`src/design/rtis_pkg.sv`:
```
// Package for the rigid transform inlier scorer: constants, types, helpers.
// No dependencies.
package rtis_pkg;
  localparam int DefMaxPairs = 4096;
  localparam int QW = 4;
  localparam logic [1:0] CFG_ROW_X = 2'd0;
  localparam logic [1:0] CFG_ROW_Y = 2'd1;
  localparam logic [1:0] CFG_ROW_Z = 2'd2;
  localparam logic [1:0] CFG_THR = 2'd3;

  typedef struct packed {
    logic        inlier;
    logic        last;
    logic [31:0] sq;
  } rtis_item_t;

  function automatic logic signed [18:0] rtis_row(
    input logic [63:0] row, input logic signed [15:0] x,
    input logic signed [15:0] y, input logic signed [15:0] z);
    logic signed [33:0] acc;
    begin
      acc = 34'(signed'(row[63:48]) * x) + 34'(signed'(row[47:32]) * y)
          + 34'(signed'(row[31:16]) * z) + 34'sd8192;
      rtis_row = 19'(acc >>> 14) + 19'(signed'(row[15:0]));
    end
  endfunction
endpackage

```
`src/design/rtis_fifo.sv`:
```
// Short queue between front and back.
// Depends on rtis_pkg.
module rtis_fifo import rtis_pkg::*; (
  input  logic       clk,
  input  logic       rst_n,
  input  logic       push,
  input  rtis_item_t din,
  output logic       full,
  output logic       nonempty,
  input  logic       pop,
  output rtis_item_t dout
);
  rtis_item_t         mem_r [QW];
  logic [1:0]         wp_r, rp_r;
  logic [2:0]         cnt_r;
  assign full = cnt_r == 3'(QW);
  assign nonempty = cnt_r != 3'd0;
  assign dout = mem_r[rp_r];
  always_ff @(posedge clk) begin
    if (!rst_n) begin
      wp_r <= '0;
      rp_r <= '0;
      cnt_r <= '0;
    end else begin
      if (push) wp_r <= wp_r + 2'd1;
      if (pop) rp_r <= rp_r + 2'd1;
      cnt_r <= cnt_r + 3'(push) - 3'(pop);
    end
    if (push) mem_r[wp_r] <= din;
  end
endmodule

```
`config.mk`:
```
export PLATFORM = sky130hd
export DESIGN_NAME = rtis_fifo
export DESIGN_NICKNAME = d
export VERILOG_FILES = /design/src/design/rtis_pkg.sv /design/src/design/rtis_fifo.sv
export SDC_FILE = /design/constraint.sdc
export NUM_CORES = 1
export LEC_CHECK = 0
export BUFFER_PORTS_ARGS = -buffer_cell sky130_fd_sc_hd__clkbuf_2
export CORE_UTILIZATION = 55
export CTS_BUF_LIST = sky130_fd_sc_hd__clkbuf_16
export CTS_CLUSTER_DIAMETER = 200
export DETAILED_ROUTE_END_ITERATION = 10
export HOLD_SLACK_MARGIN = 0.1
export MAX_ROUTING_LAYER = met4
export PLACE_DENSITY = 0.77
export SYNTH_ARGS = -nofsm -noshare
export SYNTH_HDL_FRONTEND = slang
export SYNTH_SLANG_ARGS = --single-unit
```
`constraint.sdc`:
```
create_clock -name clk -period 3.67 [get_ports clk]
set_clock_uncertainty 0.2 [all_clocks]
set_input_delay 0.1835 -clock clk [delete_from_list [all_inputs] [get_ports clk]]
set_output_delay 0.1835 -clock clk [all_outputs]
set_load 0.05 [all_outputs]
```
# After elaboration in Yosys (flattened, before gate mapping)
# Memories as Yosys holds them, arrays and structs flattened. A register that Yosys moved wholly into a read port is not among the register bits.
# Index checks and enable logic that the tools add are counted.
classes:
  n_addsub: 4
  n_mul: 0
  n_div: 0
  order_cmp: 0
  eq_ne: 1
  shifts: 0
  muxes: 4
  bitwise: 0
  reduce_logical: 1
ops:
  columns: ["cell", "n"]
  rows:
  - ["adder 2 x 1 -> 2 bit (second input constant)", 2]
  - ["two-way mux 2 bit", 2]
  - ["adder 3 x 1 -> 3 bit", 1]
  - ["== test 3 bit (second input constant)", 1]
  - ["nonzero test 3 bit", 1]
  - ["subtractor 3 x 1 -> 3 bit", 1]
  - ["two-way mux 1 bit", 2]
totals:
  register_bits: 7
  latchBits: 0
  ram_bits: 136
  rom_bits: 0
  inputBits: 38
  output_inout_bits: 36
  word_cells: 14
  n_memories: 1
mem_list:
  columns: ["memory", "words", "word_bits", "rd", "rd_ports_with_merged_regs", "wr", "line", "text"]
  rows:
  - ["mem_r", 4, 34, 1, 1, 1, "rtis_fifo.sv:13", "rtis_item_t mem_r [QW];"]

# Longest topological paths before layout
logic_depth:
  depth_word: 3
  ltp_mapped: 7
  mapped_depth_nobuf: 7

# Least setup slack after synthesis
# OpenSTA, ideal clock, no wires.
synth_path:
  path_type: "register -> register"
  from: "reg wp_r[0]"
  to: "mem mem_r[2][0] in the netlist's numbering, enable pin"
  setup_time_ns: 0.394
  arrival_time_ns: 1.376
  t_required_ns: 3.076
  setup_slack_ns: 1.699
  stages_incl_launch_ff: 4
  n_path_buf: 0
  synth_period_minus_slack_ns: 1.971
  cell_sequence: "dfxtp_1 -> inv_1 -> ha_1 -> and2_1"
synth_rtl:
  columns: ["item", "line", "text"]
  rows:
  - ["from (decl)", "rtis_fifo.sv:14", "logic [1:0] wp_r, rp_r;"]
  - ["from (signal assigned)", "rtis_fifo.sv:25", "if (push) wp_r <= wp_r + 2'd1;"]
  - ["to (decl)", "rtis_fifo.sv:13", null]
# No word-level cell before the write port.

==> impl_metrics.py <==
metrics = {
    "run_status": {
        "status": "completed",
    },
    "critical_path": {
        "arrival_ns": 2.28,
        "path_max_fanout": 15,
        "cpPeakStageDelay_ns": 0.65,
        "critPathKind": "flip-flop to primary output",
        "crit_chain": "buf_4 > mux4_2 > clkbuf_2",
        "cp.required_ns": 3.29,
        "critPathTopFamily": "flip-flops",
        "reg2reg_slack_ns": 1.72,
        "r2r_cells": 7,
        "r2r-start": "cnt_r[0]",
        "crit_buf_inv": 2,
        "startpoint_type": "flip-flop",
        "end_kind": "primary output",
        "cp_slowest_cell": "dfxtp_2",
        "r2r_end": "cnt_r[2]",
    },
    "floorplan": {
        "die_y_um": 101,
        "initial_utilization": 0.576,
        "rows": 35,
        "dieArea_mm2": 0.0102,
        "ios": 74,
        "coreArea_mm2": 0.00937,
        "die_w_um": 101,
    },
    "clocking": {
        "cts_sinks": 145,
        "cts_tree": "done",
        "clock_latency_ns": 0.40,
        "cts_buffer_depth": 2,
        "htreeDepth": 4,
        "cts_made_buffers": 17,
        "clk_pin_slew_worst_paths_ns": 0.06,
        "post-cts-setup-buffers": 0,
        "cts_root_buf": "clkbuf_16",
    },
    "yosys": {
        "ys_top_cells_by_area": "edfxtp_1, mux4_2, dfxtp_1",
        "ys_seq_area_frac": 0.790,
        "async_reset_ff_frac": 0,
        "yosysWarnings": 0,
        "synth_top_area_frac": 0.756,
        "syn_inst": 221,
        "yosys.cell_count.top_type": "edfxtp_1",
        "synthDistinctLibCells": 21,
        "synth_edf_count": 136,
        "yosysTopAreaCell": "edfxtp_1",
        "synthFlopType": "edfxtp_1",
        "syn_nets": 266,
        "synth-seq-cells": 145,
        "synth_common_cells": "edfxtp_1, mux4_2, dfxtp_1, inv_1",
        "syn_area_per_cell_um2": 24.4,
        "syn_area_mm2": 0.00540,
    },
    "pwr": {
        "power_switching_mw": 1.05,
        "total_power_mw": 4.29,
        "seq_power_share": 0.454,
        "p_int_mw": 3.24,
        "p_leak_nw": 2.43,
        "p_clk_frac": 0.413,
        "peakVddDrop_mv": 0.316,
        "combPwrFrac": 0.133,
        "p_sw_frac": 0.246,
        "power_density_mw_per_mm2": 626,
    },
    "place": {
        "detailed_place_hpwl_um": 4920,
        "dpl_cell_area_mm2": 0.00586,
        "place_congestion": 0.693,
        "io_buffers": 73,
        "place_ws_ns": 1.41,
        "place_inst": 417,
    },
    "sta": {
        "setup_viol": 0,
        "hold_viol_final": 0,
        "period_needed_ns": 2.66,
        "rsz0062_at_grt": "false",
        "fin_crit_sh": 0.725,
        "worst_slack_ns": 1.01,
        "timing.fmax_mhz": 376,
        "slew_violations": 0,
        "tns_ns": 0,
        "slew_headroom": 0.389,
        "holdWs_ns": 0.339,
        "tightest_slew_ns": 0.916,
    },
    "drt": {
        "drt_iter0_drc": 117,
        "vias_per_cell": 5.24,
        "postRouteAntennaNets": 0,
        "routed_wl_um": 9070,
        "drc_errors": 0,
        "drt-wirelength-per-cell_um": 18.7,
        "drtPass1Iterations": 4,
        "via_count": 2547,
    },
    "final_layout": {
        "ff_latch_area_mm2": 0.00427,
        "antenna_cells": 0,
        "drive_gt1_frac": 0.398,
        "synthToLayoutAreaGrowth_pct": 26.8,
        "final_util": 0.731,
        "fin_nets": 389,
        "filler_cell_count": 590,
        "multi_input_comb_area_mm2": 0.00102,
        "stdcell_area_mm2": 0.00685,
        "instances_no_fill": 486,
    },
    "grt": {
        "overflow": 0,
        "grt_max_degree": 35,
        "antenna_found_initial": 0,
        "grt_pass1_wl_um": 13900,
        "grt_pass1_vias": 2687,
        "grt_usage": 0.202,
    },
    "hold_path": {
        "min_from": "din[31]",
        "min_path_type": "input pin to flip-flop",
        "min_delay_path_depth": 2,
        "holdPathEnd": "mem_r[2][31]",
    },
    "run": {
        "cap_violations": 0,
    },
}
==> power by group through the flow <==
stage / sequential [mW] / clock [mW] / combinational, mW
detailed placement: 1.98 / 0 / 0.543
global route: 1.96 / 1.86 / 0.606
CTS: 1.95 / 1.79 / 0.578
floorplan: 1.95 / 0 / 0.446
global placement: 1.98 / 0 / 0.537
finish: 1.95 / 1.77 / 0.571
==> cells by family after synthesis <==
kind of cell / count (synthesis) / share of synthesized area
AOI/OAI and AO/OA: 2 / 0.00278
muxes: 35 / 0.146
DFF: 145 / 0.790
buffers and inverters: 15 / 0.0216
adders and majority gates: 7 / 0.0176
xor gates and xnor gates: 3 / 0.00765
and+or+nand+nor: 14 / 0.0141
==> per-layer routing <==
layer,wire [um],part of all wire,global-route usage
met1,3830,0.42,0.246
met2,4780,0.53,0.323
met3,374,0.041,0.0603
met4,78,0.0086,0.0736
met5,0,0,-
==> worst max path at each step <==
stage,to,cells past startpoint,slack (ns)
after floorplan,mem_r[2][0],3,1.70
after global placement,dout[17],3,1.43
after detailed placement,dout[15],3,1.41
after CTS,dout[8],3,0.94
after global routing,dout[8],3,0.86
final,dout[8],3,1.01
==> worst register-to-register path: stages, from the launching register on <==
cell	delay (ns)
dfxtp_1	0.32
inv_1	0.06
ha_1	0.26
inv_1	0.04
ha_1	0.18
fa_1	0.37
xor3_1	0.38
nor2_1	0.04
==> what timing repair did <==
item                                   CTS  global route
gates resized for setup                  0             0
hold buffers                            37             0
endpoints found under the hold margin  145             0
==> cell type report <==
type                       instances  area share
timing repair buffer             112       0.110
clock buffer                      17      0.0621
clock inverter                    15      0.0283
sequential                       145       0.623
multi-input combinational         61       0.149
tap                              129      0.0236
inverter                           7     0.00384
==> sequential cells by signal (all words and copies together) (netlist names), named ones only <==
register / count
rp_r: 2
wp_r: 2
cnt_r: 3
mem_r: 136
==> layout by cell type, fill, tap and decap left out <==
master,instances
buf_4,2
a21bo_2,1
mux2i_1,1
nand3b_1,1
clkinv_4,2
dlygate4sd3_1,37
inv_1,9
dfxtp_2,2
and2_2,4
edfxtp_1,136
clkinvlp_4,4
xor3_1,1
ha_1,6
clkbuf_2,73
fa_1,1
xnor2_1,2
clkbuf_16,17
mux4_1,4
or3_1,1
nor2_1,5
bufinv_16,4
and3_1,1
dfxtp_1,7
mux4_2,30
and2_1,2
inv_6,1
a21oi_1,1
clkinv_2,2
No activity file was read; power rests on OpenSTA's default activity.
