**src/design/rtis_pkg.sv**
```systemverilog
// Package for the rigid transform inlier scorer: constants, types, helpers.
// No dependencies.
package rtis_pkg;
  localparam int DefMaxPairs = 4096;
  localparam int QW = 4;
  localparam logic [1:0] CFG_ROW_X = 2'd0;
  localparam logic [1:0] CFG_ROW_Y = 2'd1;
  localparam logic [1:0] CFG_ROW_Z = 2'd2;
  localparam logic [1:0] CFG_THR = 2'd3;

  typedef struct packed {
    logic        inlier;
    logic        last;
    logic [31:0] sq;
  } rtis_item_t;

  function automatic logic signed [18:0] rtis_row(
    input logic [63:0] row, input logic signed [15:0] x,
    input logic signed [15:0] y, input logic signed [15:0] z);
    logic signed [33:0] acc;
    begin
      acc = 34'(signed'(row[63:48]) * x) + 34'(signed'(row[47:32]) * y)
          + 34'(signed'(row[31:16]) * z) + 34'sd8192;
      rtis_row = 19'(acc >>> 14) + 19'(signed'(row[15:0]));
    end
  endfunction
endpackage

```
**src/design/rtis_back.sv**
```systemverilog
// Back: square root, accumulation and set summary with serial dividers.
// Depends on rtis_pkg.
module rtis_back import rtis_pkg::*; #(
  parameter int MAX_PAIRS = DefMaxPairs
) (
  input  logic        clk,
  input  logic        rst_n,
  input  logic        q_nonempty,
  input  rtis_item_t  q_item,
  output logic        q_pop,
  output logic        out_tvalid,
  input  logic        out_tready,
  output logic [63:0] out_tdata,
  output logic        out_tlast,
  output logic        out_tuser
);
  localparam int Cap = MAX_PAIRS < 4096 ? MAX_PAIRS : 4096;
  localparam logic [2:0] S_IDLE = 3'd0, S_SQRT = 3'd1, S_DIV = 3'd2, S_OUT = 3'd3;
  localparam logic [2:0] S_DIVIDE = 3'd4;
  logic [2:0]  st_r;
  logic [12:0] pc_r, ic_r, pcs_r, ics_r;
  logic [31:0] es_r, v_r, r_r, b_r;
  logic [11:0] idx_r;
  logic        inl_r, last_r;
  logic [48:0] n1_r, n2_r;
  logic [47:0] q1_r, q2_r;
  logic [5:0]  k_r;
  logic [48:0] t1, t2;
  logic        cnt_ok;
  assign cnt_ok = pc_r < 13'(Cap);
  assign q_pop = st_r == S_IDLE && q_nonempty;
  assign out_tvalid = st_r == S_OUT;
  assign t1 = {n1_r[47:0], q1_r[47]};
  assign t2 = {n2_r[47:0], q2_r[47]};
  always_ff @(posedge clk) begin
    if (!rst_n) begin
      st_r <= S_IDLE;
      pc_r <= '0;
      ic_r <= '0;
      es_r <= '0;
    end else begin
      unique case (st_r)
        S_IDLE: if (q_nonempty) begin
          idx_r <= pc_r > 13'd4095 ? 12'd4095 : pc_r[11:0];
          inl_r <= q_item.inlier;
          last_r <= q_item.last;
          v_r <= q_item.sq;
          r_r <= '0;
          b_r <= 32'h4000_0000;
          st_r <= (cnt_ok && q_item.inlier) ? S_SQRT : S_DIV;
          if (cnt_ok) pc_r <= pc_r + 13'd1;
        end
        S_SQRT: begin
          if (b_r == 32'd0) begin
            es_r <= es_r + r_r;
            ic_r <= ic_r + 13'd1;
            st_r <= S_DIV;
          end else if (v_r >= r_r + b_r) begin
            v_r <= v_r - (r_r + b_r);
            r_r <= (r_r >> 1) + b_r;
          end else r_r <= r_r >> 1;
          b_r <= b_r >> 2;
        end
        S_DIV: begin
          if (last_r) begin
            pcs_r <= pc_r;
            ics_r <= ic_r;
            q1_r <= {16'd0, es_r} + 48'(ic_r >> 1);
            q2_r <= {19'd0, ic_r, 16'd0} + 48'(pc_r >> 1);
            n1_r <= '0;
            n2_r <= '0;
            k_r <= 6'd48;
            st_r <= S_DIVIDE;
          end else begin
            st_r <= S_OUT;
          end
        end
        S_DIVIDE: begin
          if (k_r == 6'd0) begin
            st_r <= S_OUT;
            pc_r <= '0;
            ic_r <= '0;
            es_r <= '0;
          end else begin
            k_r <= k_r - 6'd1;
            if (t1 >= 49'(ics_r)) begin
              n1_r <= t1 - 49'(ics_r);
              q1_r <= {q1_r[46:0], 1'b1};
            end else begin
              n1_r <= t1;
              q1_r <= {q1_r[46:0], 1'b0};
            end
            if (t2 >= 49'(pcs_r)) begin
              n2_r <= t2 - 49'(pcs_r);
              q2_r <= {q2_r[46:0], 1'b1};
            end else begin
              n2_r <= t2;
              q2_r <= {q2_r[46:0], 1'b0};
            end
          end
        end
        S_OUT: if (out_tready) st_r <= S_IDLE;
        default: st_r <= S_IDLE;
      endcase
    end
  end
  always_comb begin
    out_tdata = '0;
    out_tdata[11:0] = idx_r;
    out_tdata[12] = inl_r;
    out_tlast = last_r;
    out_tuser = 1'b0;
    if (last_r) begin
      out_tdata[25:13] = ics_r;
      out_tuser = ics_r == 13'd0;
      if (ics_r != 13'd0) out_tdata[41:26] = q1_r[15:0];
      if (pcs_r != 13'd0) out_tdata[58:42] = q2_r[16:0];
    end
  end
endmodule

```
**config.mk**
```make
export PLATFORM = sky130hd
export DESIGN_NAME = rtis_back
export DESIGN_NICKNAME = d
export VERILOG_FILES = /design/src/design/rtis_pkg.sv /design/src/design/rtis_back.sv
export SDC_FILE = /design/constraint.sdc
export NUM_CORES = 1
export LEC_CHECK = 0
export ABC_CLOCK_PERIOD_IN_PS = 17300
export BUFFER_PORTS_ARGS = -buffer_cell sky130_fd_sc_hd__buf_2
export CAP_MARGIN = 10
export CORE_ASPECT_RATIO = 1.2
export CORE_UTILIZATION = 57
export CTS_CLUSTER_DIAMETER = 80
export CTS_CLUSTER_SIZE = 20
export DETAILED_ROUTE_END_ITERATION = 10
export PLACE_DENSITY = 0.86
export SYNTH_ARGS = -nofsm -noshare
export SYNTH_HDL_FRONTEND = slang
export SYNTH_SLANG_ARGS = --single-unit
export TNS_END_PERCENT = 100
```
**constraint.sdc**
```tcl
create_clock -name clk -period 17.3 [get_ports clk]
set_input_delay 0.865 -clock clk [delete_from_list [all_inputs] [get_ports clk]]
set_output_delay 0.865 -clock clk [all_outputs]
set_load 0.02 [all_outputs]
```
Yosys cells after proc, flatten, opt, wreduce, memory -nomap -nowiden:

Index checks and enable logic that the tools add are counted.

* register bits after elaboration: 395
* bits of input ports: 38
* output and inout bits: 68
* word-level logic and storage cells: 115

* add/sub/neg operators: 11
* order comparisons: 5
* eq/ne operators: 13
* muxes and demuxes: 48
* reductions and logical operators: 21

Operators by type and width (number)
* two-way mux 48 bit: 9
* one-hot mux 48 bit (2 select lines): 4
* two-way mux 32 bit: 9
* one-hot mux 32 bit (2 select lines): 4
* greater-or-equal comparator 49 x 13 -> 1 bit: 2
* subtractor 48 x 13 -> 48 bit: 2
* adder 32 bit: 2
* two-way mux 13 bit: 4
* one-hot mux 13 bit (2 select lines): 2
* two-way mux 46 bit: 1
* adder 32 x 12 -> 33 bit: 1
* adder 31 x 32 -> 32 bit: 1
* greater-or-equal comparator 32 bit: 1
* logical NOT 32 bit: 1
* subtractor 32 bit: 1
* adder 29 x 12 -> 30 bit: 1
* adder 13 x 1 -> 13 bit, second input constant: 2
* nonzero test 13 bit: 2
* two-way mux 17 bit: 1
* two-way mux 16 bit: 1
* != test 2 bit, second input constant: 8
* AND reduction 4 bit: 4
* two-way mux 3 bit: 5
* one-hot mux 3 bit (5 select lines): 1
* 18 further kinds: 29

Longest topological paths before layout:

* word-level depth: 5
* gate-level depth with buffers: 23
* gate-level depth less buffers: 21

Worst setup path after synthesis:

Ideal clock, no wire load.

* kind: input to register
* from: in rst_n
* to: reg k_r[0] (enable)
* setup time: 1.049 ns
* arrival: 15.884 ns
* required time: 16.251 ns
* slack: 0.367 ns
* cell stages on the path: 4
* path buffers: 2
* cells stage by stage: clkbuf_1 -> nand2_1 -> clkbuf_1 -> a211oi_1

* word-level cells in the longest chain between the ends: 1

RTL lines
* start: declaration: RTL line rtis_back.sv:7 `input logic rst_n,`
* AND reduction 4 bit (no line)
* end signal: assignment: RTL line rtis_back.sv:85 `k_r <= k_r - 6'd1;`
* end: declaration: RTL line rtis_back.sv:27 `logic [5:0] k_r;`

No other way between the ends.
A chain may end at the register's enable or synchronous reset.

Final worst setup path:

* from: reg r_r[2]
* to: reg v_r[30] (enable)

* word-level cells in the longest chain between the ends: 4

RTL lines
* start: declaration: RTL line rtis_back.sv:22 `logic [31:0] es_r, v_r, r_r, b_r;`
* start signal: assignment: RTL line rtis_back.sv:60 `r_r <= (r_r >> 1) + b_r;`
* start signal: assignment: RTL line rtis_back.sv:61 `end else r_r <= r_r >> 1;`
* adder 32 bit: RTL line rtis_back.sv:58 `end else if (v_r >= r_r + b_r) begin`
* greater-or-equal comparator 32 bit: RTL line rtis_back.sv:58
* != test 2 bit (no line)
* AND reduction 5 bit (no line)
* end signal: assignment: RTL line rtis_back.sv:47 `v_r <= q_item.sq;`
* end signal: assignment: RTL line rtis_back.sv:59 `v_r <= v_r - (r_r + b_r);`
* end: declaration: RTL line rtis_back.sv:22

No other way between the ends.

==> results.txt <==
The run finished with clean final reports. The synthesized area per cell is 9.57 sq um. The top-level port count came out at 106. The maximum frequency from static timing analysis is 169 MHz. Across the VDD grid, the largest voltage drop is 0.105 mV.

CTS placed an instance of sky130_fd_sc_hd__clkbuf_16 at the clock tree root. Counting cells, the worst reg-to-reg path comes to 19. The first detailed-routing pass ran for 5 iterations. The share of the Yosys chip area taken by registers is 0.456.

In this run the worst hold path is classified as in2reg. The total overflow left after global routing is 0. The instance count along the most critical hold path came out at 1. The final period demand of the worst path came out at 5910 ps. The clock latency of the later-clocked register in the worst-skew pair is 580 ps. The first-pass GRT wire length came out at 89.0 mm. After layout, the design draws a total of 2.54 mW.

The critical path is of the reg2reg type. The weighted congestion at the end of routability-driven global placement is 0.940. The combined area of all synthesized cells came out at 23600 sq um.

The startpoint kind of the worst setup timing path is a register. In this run, the number of DRC markers left after iteration 0 of detailed routing was 1528. The analysis attributes to cell leakage a power of 9.92 nW. The proportion of synthesized flip-flops having asynchronous set or reset is 0. The share of the core filled with cells in the final layout came out at 0.621. The flop and latch count out of synthesis is 379. The overall routed net length came out at 54.4 mm.

The biggest fanout along the worst timing path came out at 49. The post-detailed-route DRC marker count came out at 0. The number of antenna-violating nets in the routed design came out at 0. Setup violations remaining at the end of the flow were counted as 0. The switching power is 0.863 mW. In the synthesized netlist, the number of instances is 2469. The number of pins with negative max-slew slack in the final report came to 0.

The max-slew headroom at the worst pin came out at 0.164. The final worst clock skew came out at 34.6 ps. The number of global-route vias before repair is 18.3k. The power density over the cells is 99.9 nW/um^2. The data required time at the worst endpoint came out at 17560 ps.

The netlist uses 70 different library cells. The number of antenna violations at the first check in global routing was 0. The final total negative setup slack came out at 0 ps. Leaving out fill and tap cells, the most frequent cells in the layout are 318 x sky130_fd_sc_hd__edfxtp_1, 265 x sky130_fd_sc_hd__nor2_1, 262 x sky130_fd_sc_hd__nand2_1. The number of hold buffers added after CTS was 0. The half-perimeter wire length of the detailed placement result is 38.9 mm. The CTS buffer count came out at 24. During synthesis, Yosys emitted a total of 0 warnings. In this run the post-CTS setup repair buffer count came out at 0. Of the total power, the share spent switching nets is 0.340. The post-cts sizing count came out at 0. The share of layout cells above drive strength 1 is 0.0777. The synthesis-to-layout area growth is 7.42%. The top flip-flop cell by instance count after synthesis is sky130_fd_sc_hd__edfxtp_1.

The depth of the CTS H-tree is 1. Summing over every cut layer, the via total after detailed routing is 18.9k. The number of flops mapped to enable cells by yosys is 318. The aggregate global-route resource usage came out at 0.254. From left edge to right edge, the die measures 188 um. The number of antenna repair diodes came out at 0. Tracing the worst setup path back leads to its startpoint at r_r[2]$_SDFFCE_PN0P_.

After detailed routing, the average wire length per cell comes to 17.7 um. The transition time of the tightest slew-check pin is 1250 ps. STA classifies the critical path endpoint as a register.

The number of standard-cell rows in the floorplan is 81. The most frequent standard cell in the layout excluding fill and tap cells is sky130_fd_sc_hd__edfxtp_1. The share of power burned in registers came out at 0.454. The internal portion of the total power is 1.67 mW. TritonCTS built the clock tree. The clock transition at the register clock pins on the worst setup and hold paths after CTS is 80 ps. The startpoint identified for the worst register-to-register timing path is r_r[2]$_SDFFCE_PN0P_. The reg-to-reg setup timing slack is 11390 ps. The chip height came out at 225 um. The number of nets in the final layout came out at 2701. The combinational share of power is 0.307.

The die area is 42300 sq um. The ratio of final minimum period to clock period came out at 0.341. The largest net degree at the start of global routing is 199. The worst hold path begins at q_item[32]. The clock sink count came out at 379.

The count of endpoints failing hold in the final timing report is 0. The end of the worst register-to-register path is v_r[30]$_DFFE_PP_. The capture point of the worst path is v_r[30]$_DFFE_PP_. The clock share of power is 0.239. Across the run, the number of max-cap violations was 0. In this run the deepest clock path goes through 3 buffers.

Data on the critical path arrives at its endpoint at 6170 ps. The starting utilization of the core area is 0.579. The core region is 40800 sq um. The via-per-instance ratio is 6.14. Setup repair after global routing left no endpoint under its margin. The count of buffers from port buffering came out at 100.
==> worst min-delay path by stage <==
stage / to / slack (ps)
floorplan: pcs_r[12]$_DFFE_PP_ / 420
global placement: es_r[23]$_SDFFE_PN0P_ / 490
detailed placement: es_r[9]$_SDFFE_PN0P_ / 490
CTS: out_tlast$_DFFE_PP_ / 440
global route: out_tlast$_DFFE_PP_ / 450
finish: out_tlast$_DFFE_PP_ / 460
==> cells in the mapped netlist (6+ instances only) <==
cell | count | area share
sky130_fd_sc_hd__buf_4 | 6 | 0.0019
sky130_fd_sc_hd__or4_1 | 19 | 0.0060
sky130_fd_sc_hd__or2_2 | 17 | 0.0045
sky130_fd_sc_hd__o21a_1 | 18 | 0.0057
sky130_fd_sc_hd__mux2i_1 | 13 | 0.0055
sky130_fd_sc_hd__inv_1 | 72 | 0.011
sky130_fd_sc_hd__o21bai_1 | 14 | 0.0044
sky130_fd_sc_hd__nor4_1 | 20 | 0.0053
sky130_fd_sc_hd__o31ai_1 | 8 | 0.0025
sky130_fd_sc_hd__nand3_1 | 74 | 0.016
sky130_fd_sc_hd__a21oi_1 | 138 | 0.029
sky130_fd_sc_hd__a31o_2 | 15 | 0.0056
sky130_fd_sc_hd__and3_1 | 100 | 0.026
sky130_fd_sc_hd__xnor2_1 | 110 | 0.041
sky130_fd_sc_hd__nand4_1 | 23 | 0.0061
sky130_fd_sc_hd__a211oi_1 | 35 | 0.011
sky130_fd_sc_hd__nor2b_1 | 28 | 0.0074
sky130_fd_sc_hd__o21ai_0 | 176 | 0.037
sky130_fd_sc_hd__nor2_1 | 267 | 0.042
sky130_fd_sc_hd__a21o_1 | 50 | 0.016
sky130_fd_sc_hd__ha_1 | 139 | 0.074
sky130_fd_sc_hd__or3_1 | 25 | 0.0066
sky130_fd_sc_hd__nor3_1 | 44 | 0.0093
sky130_fd_sc_hd__clkbuf_1 | 90 | 0.014
sky130_fd_sc_hd__edfxtp_1 | 318 | 0.40
sky130_fd_sc_hd__xor2_1 | 127 | 0.047
sky130_fd_sc_hd__nand2b_1 | 20 | 0.0053
sky130_fd_sc_hd__nand2_1 | 263 | 0.042
sky130_fd_sc_hd__nor4b_1 | 6 | 0.0022
sky130_fd_sc_hd__a31oi_1 | 33 | 0.0087
sky130_fd_sc_hd__o211ai_1 | 7 | 0.0022
sky130_fd_sc_hd__dfxtp_1 | 61 | 0.052
sky130_fd_sc_hd__and2_1 | 43 | 0.011
==> power by group through the flow <==
stage | sequential [mW] | combinational [mW] | clock (mW)
5_1_grt | 1.16 | 0.861 | 0.643
2_1_floorplan | 1.17 | 0.594 | 0
6_report | 1.15 | 0.777 | 0.606
4_1_cts | 1.15 | 0.767 | 0.616
3_3_place_gp | 1.17 | 0.735 | 0
3_5_place_dp | 1.17 | 0.761 | 0
==> logic make-up after synthesis <==
| group | after synthesis | synth area share |
|---|---|---|
| adder cells (fa/ha/maj) | 144 | 0.0778 |
| buffers and inverters | 171 | 0.0285 |
| flip-flops | 379 | 0.456 |
| AND/OR/NAND/NOR | 976 | 0.201 |
| multiplexers | 13 | 0.00551 |
| other | 1 | 0.000159 |
| XOR/XNOR | 237 | 0.0878 |
| AO/OA/AOI/OAI | 548 | 0.144 |
==> final cells by class <==
cell class / count / area (sq um)
tap: 539 / 674
clock buffer: 37 / 671
fill: 3206 / 15500
inverter: 72 / 270
multi-input combinational: 1923 / 12200
sequential: 379 / 10800
timing repair buffer: 119 / 659
clock inverter: 7 / 93.8
==> metal layers <==
metal	part of all wire	global-route usage	up-vias	wire length, um
met2	0.51	0.462	631	27700
li1	-	-	9050	-
met5	0	0	-	0
met3	0.056	0.0237	102	3060
met1	0.41	0.315	9111	22200
met4	0.028	0.0879	0	1500
==> stage by stage <==
step	std cells	hold WS (ps)	worst slack, ps	instance area, sq um
finish	3076	464	11390	25400
global route	3076	448	11100	25400
CTS	3075	438	11470	25400
detailed placement	3031	494	11510	24600
global placement	3031	489	11700	24600
floorplan	2473	424	367	23600
==> sequential cells by signal, summed over array words and instances, names as in the netlist, 12 cells and up <==
name	flops
q2_r	48
pcs_r	13
idx_r	12
b_r	16
ic_r	13
q1_r	48
pc_r	13
n1_r	48
es_r	32
n2_r	48
r_r	32
v_r	32
ics_r	13
==> worst max-delay path, stage by stage, from the launching register on <==
cell	delay [ps]
sky130_fd_sc_hd__edfxtp_1	490
sky130_fd_sc_hd__ha_1	380
sky130_fd_sc_hd__a31oi_1	410
sky130_fd_sc_hd__a211oi_1	270
sky130_fd_sc_hd__a31o_2	340
sky130_fd_sc_hd__a41o_1	280
sky130_fd_sc_hd__a31o_2	270
sky130_fd_sc_hd__a31oi_1	230
sky130_fd_sc_hd__o21bai_1	180
sky130_fd_sc_hd__xnor2_1	180
sky130_fd_sc_hd__ha_1	360
sky130_fd_sc_hd__a21o_1	180
sky130_fd_sc_hd__a21o_1	180
sky130_fd_sc_hd__a221o_1	360
sky130_fd_sc_hd__a21o_1	160
sky130_fd_sc_hd__a221o_1	320
sky130_fd_sc_hd__a41o_1	200
sky130_fd_sc_hd__buf_4	260
sky130_fd_sc_hd__o21a_1	230
sky130_fd_sc_hd__buf_4	250
No activity file was read; power rests on OpenSTA's default activity.
